===== src/flt_pkg.sv =====
// shared types and constants of the frame latency tracker
`default_nettype none
package flt_pkg;

  localparam int DEF_RING_DEPTH      = 16;
  localparam int DEF_WINDOW_CAPACITY = 128;
  localparam int QUEUE_DEPTH         = 2;
  localparam int DIV_STEPS           = 64;

  localparam int PTS_W    = 64;
  localparam int TIME_W   = 63;
  localparam int PERIOD_W = 30;
  localparam int LAT_W    = 32;
  localparam int SKEW_W   = 31;
  localparam int COUNT_W  = 8;

  localparam int APB_ADDR_W = 3;
  localparam int APB_DATA_W = 32;

  localparam logic [PERIOD_W-1:0] PERIOD_RESET = 30'd16666666;

  // period / 1000 and nominal / 5 by reciprocal multiplication
  localparam int NOM_W        = 21;
  localparam int NOM_SHIFT    = 40;
  localparam logic [30:0] NOM_RECIP = 31'd1099511628;
  localparam int FIFTH_W      = 19;
  localparam int FIFTH_SHIFT  = 24;
  localparam logic [21:0] FIFTH_RECIP = 22'd3355444;

  typedef enum logic [2:0] {
    CMD_RX      = 3'd0,
    CMD_TILE    = 3'd1,
    CMD_PAIR    = 3'd2,
    CMD_ISSUE   = 3'd3,
    CMD_SUBMIT  = 3'd4,
    CMD_FLIP    = 3'd5,
    CMD_SUMMARY = 3'd6,
    CMD_UNKNOWN = 3'd7
  } cmd_t;

  typedef enum logic [1:0] {
    KIND_ACK     = 2'd0,
    KIND_FLIP    = 2'd1,
    KIND_SUMMARY = 2'd2
  } kind_t;

  typedef enum logic [0:0] {
    REG_ENABLE = 1'b0,
    REG_PERIOD = 1'b1
  } reg_idx_t;

  typedef enum logic [1:0] {
    BK_IDLE,
    BK_DIV,
    BK_READ,
    BK_EXEC
  } bk_state_t;

  typedef struct packed {
    cmd_t              cmd;
    logic [PTS_W-1:0]  pts;
    logic              tile;
    logic [TIME_W-1:0] time_us;
    logic              need_slot;
  } job_t;

  typedef struct packed {
    logic full;
    logic empty;
  } q_stat_t;

  typedef struct packed {
    logic [PTS_W-1:0]  pts;
    logic [TIME_W-1:0] rx;
    logic [TIME_W-1:0] tile0;
    logic [TIME_W-1:0] tile1;
    logic [TIME_W-1:0] pair;
    logic [TIME_W-1:0] submit;
    logic              done;
  } entry_t;

  typedef struct packed {
    kind_t              kind;
    logic [LAT_W-1:0]   interval_us;
    logic               interval_valid;
    logic [LAT_W-1:0]   rx_to_flip_us;
    logic [LAT_W-1:0]   rx_to_dec0_us;
    logic [LAT_W-1:0]   submit_to_flip_us;
    logic               stage_valid;
    logic [LAT_W-1:0]   rx_to_dec1_us;
    logic [SKEW_W-1:0]  pair_skew_us;
    logic               pair_valid;
    logic [COUNT_W-1:0] judder_count;
    logic [COUNT_W-1:0] repeat_count;
  } result_t;

endpackage
`default_nettype wire


===== src/flt_queue.sv =====
// short job queue between front and back
`default_nettype none
module flt_queue (
  input  logic             clk,
  input  logic             rst,
  input  logic             push,
  input  flt_pkg::job_t    wdata,
  input  logic             pop,
  output flt_pkg::job_t    head,
  output flt_pkg::q_stat_t q_stat
);
  import flt_pkg::*;

  localparam int PTR_W = $clog2(QUEUE_DEPTH);
  localparam int CNT_W = $clog2(QUEUE_DEPTH + 1);

  job_t             slots [QUEUE_DEPTH];
  logic [PTR_W-1:0] wr_ptr;
  logic [PTR_W-1:0] rd_ptr;
  logic [CNT_W-1:0] count;

  always_ff @(posedge clk) begin
    if (rst) begin
      wr_ptr <= '0;
      rd_ptr <= '0;
      count  <= '0;
    end else begin
      if (push) wr_ptr <= wr_ptr + 1'b1;
      if (pop) rd_ptr <= rd_ptr + 1'b1;
      if (push && !pop) count <= count + 1'b1;
      else if (pop && !push) count <= count - 1'b1;
    end
  end

  always_ff @(posedge clk) begin
    if (push) slots[wr_ptr] <= wdata;
  end

  assign head         = slots[rd_ptr];
  assign q_stat.full  = (count == CNT_W'(QUEUE_DEPTH));
  assign q_stat.empty = (count == '0);
endmodule
`default_nettype wire


===== config.mk =====
export PLATFORM = sky130hd
export DESIGN_NAME = flt_queue
export DESIGN_NICKNAME = d
export VERILOG_FILES = /design/src/flt_pkg.sv /design/src/flt_queue.sv
export SDC_FILE = /design/constraint.sdc
export NUM_CORES = 1
export LEC_CHECK = 0
export ABC_AREA = 0
export BUFFER_PORTS_ARGS = -buffer_cell sky130_fd_sc_hd__buf_2
export CORE_ASPECT_RATIO = 0.9
export CORE_MARGIN = 2
export CORE_UTILIZATION = 52
export CTS_CLUSTER_SIZE = 14
export DETAILED_ROUTE_END_ITERATION = 7
export PLACE_DENSITY = 0.88
export SYNTH_ARGS = -nofsm -noshare
export SYNTH_HDL_FRONTEND = slang
export SYNTH_SLANG_ARGS = --single-unit
export TNS_END_PERCENT = 20

===== constraint.sdc =====
create_clock -name clk -period 8.35 [get_ports clk]
set_input_delay 0.835 -clock clk [delete_from_list [all_inputs] [get_ports clk]]
set_output_delay 0.835 -clock clk [all_outputs]
set_load 0.05 [all_outputs]

==> impl_results.md <==
* WP data required at 7.52 ns
* Fillers at 1,263
* Clock skew at 0.0107 ns
* Vias in the first global route at 5,108
* Clock power frac at 34.0%
* Post-CTS resize count at 0
* Initial Util at 52.7%
* Fmax at 268 MHz
* Area Growth Syn to Fin at 23.8%
* Worst path arrival time at 2.90 ns
* Hold Vio Cnt, Final at 0
* Top-count cell post-synth: edfxtp_1
* Ports at 270
* Part of the power in registers at 49.0%
* Sw Ratio at 26.6%
* Total gr overflow at 0
* IO Port Bufs at 269
* First-pass GRT wire length at 26,800 µm
* Max VDD drop at 0.181 mV
* Switching pwr at 875 µW
* Synthesized instance count at 433
* PD cells at 264 nW/µm²
* NumNets Final at 857
* Mapped cell area at 10,100 µm²
* Synth unique cells at 17
* Cell type with the largest total area after synthesis: edfxtp_1
* Max cap viols at 0
* Row cnt at 48
* Starting DRT DRC Count at 258
* Pre-CTS setup slack at 4.83 ns
* Clk slew on worst S/H paths at 0.06 ns
* Crit path launch type: flop
* TritonCTS buffer count at 26
* Final Non-Filler Cells at 989
* Tcrit/Tclk final at 44.7%
* Pint at 2.41 mW
* Pre-antenna DRT Iters at 4
* Synth Net Count at 570
* Post-place instance area at 11,600 µm²
* Routability cong. at 0.704
* Setup crit end kind: primary output
* Root Driver: clkbuf_16
* Clk Latency, worst-skew pair at 0.52 ns
* Synth top area cells: edfxtp_1 79%, mux2_4 12%, mux2_2 5.8%
* CP top delay family: flip-flops
* Synth top area share at 78.8%
* Via/cell ratio at 5.07
* Die Ht at 136 µm
* Final Total Pwr at 3.29 mW
* Pins Over Slew Limit at 0
* Setup WS post-layout at 4.61 ns
* FF-to-FF setup slack at 5.53 ns
* Final hold slack at 0.496 ns
* Post-Route WL at 18,500 µm
* Sequential area share after synthesis at 79.8%
* Logic pwr share at 17.0%
* Most used DFF post-synth: edfxtp_1
* CTS H-tree depth at 1
* LEAKAGE at 4.86 nW
* CTS tree: yes
* Max clock buf depth at 3
* EDFF count, synth at 264
* Fin crit period at 3.74 ns
* Final setup TNS at 0 ns
* Post-route cell area at 12,500 µm²
* Synthesized area per cell at 23.2 µm²
* Die footprint at 20,500 µm²
* Worst path max stage delay at 0.95 ns
* Worst Setup Path Type: reg -> out
* Seq cells post-synth at 269
* Rel. slew slack at 30.6%
* Placed cells at 942
* Top cells by count, synth: 264 x edfxtp_1, 80 x mux2_4, 52 x mux2_2
* Wire length per cell at 18.7 µm
* Final HPWL DP at 12,500 µm
* Routed vias at 5,011
* Worst Tran Pin Value at 1.04 ns
* Cell Chain, Critical Path: buf_4, mux2_2, buf_2
* Largest net degree at the start of global routing at 79
* Highest-delay cell along the critical path: dfxtp_4
* Chip width at 151 µm
* Layout cells sized above 1 at 60.2%
* Setup Viol. Count Final at 0
* Total track usage at 17.2%
* Status: finished, final reports clean
* RSZ-0062 raised after global routing: no
* DR DRC count at 0
* Initial antenna violation count at 3
* CP Buf/Inv Count at 2
* Final Core Density at 65.2%
* Clk sinks at 269
* Crit Path Max Fanout at 63
* Ys async rst share at 0%
* Routed Antenna Nets at 0
* Placeable Area at 19,100 µm²
* Syn. warnings at 0
* Post-CTS Hold Buffers at 0
* Setup bufs post-CTS at 0
* Min-Delay Path Class: in -> reg
## final timing paths
path | from | cells after the start | endpoint
worst max-delay path | flop | 3 | head[115]
worst min register to register | count[1] | 2 | count[1]
worst max register to register | wr_ptr | 3 | slots[0][42]
worst min-delay path | wdata[109] | 1 | slots[1][109]
## final cells by class
type                       count  area [µm²]  area share [%]
antenna                        2        5.00          0.0402
clock inverter                12         146            1.18
sequential                   269        8030            64.5
inverter                       1        3.75          0.0301
timing repair buffer         274        1380            11.1
multi-input combinational    148        1900            15.2
tap                          250         313            2.51
clock buffer                  33         677            5.43
## layer usage
metal	global-route usage, %	vias up	wire length (µm)
li1	-	2293	-
met1	20.3	2456	6930
met2	30.8	234	9550
met4	4.47	0	353
met3	5.20	28	1650
met5	0	-	0
## cell usage in the layout (no fill, tap or decap), types with 2 or more instances in the layout
master / n
buf_2: 269
buf_4: 5
bufinv_16: 3
clkbuf_1: 7
clkbuf_16: 26
clkinv_1: 3
clkinv_2: 4
dfxtp_1: 4
diode_2: 2
edfxtp_1: 264
mux2_2: 52
mux2_4: 80
nor2_1: 5
xnor2_1: 2
xor2_1: 2
## flip-flops by register name (all words and copies together) (netlist names), named ones only
signal  count
slots     264
count       2
rd_ptr      1
wr_ptr      1
## power groups by stage
stage	registers [mW]	logic (mW)	clock network (mW)
2_1_floorplan	1.63	0.447	0
3_3_place_gp	1.63	0.552	0
3_5_place_dp	1.64	0.561	0
4_1_cts	1.61	0.562	1.15
5_1_grt	1.62	0.583	1.20
6_report	1.61	0.558	1.12
## logic make-up (layout without fill, tap and decap cells)
kind of cell	after synthesis	in the layout	share of synthesized area [%]
flops	269	269	79.8
fa+ha+maj	1	1	0.124
compound gates	2	2	0.0994
buf+inv	16	320	1.44
xor+xnor	4	4	0.348
mux	132	132	17.8
simple gates	9	9	0.435
other cells	0	2	0
(Power assumes the default switching activity.)
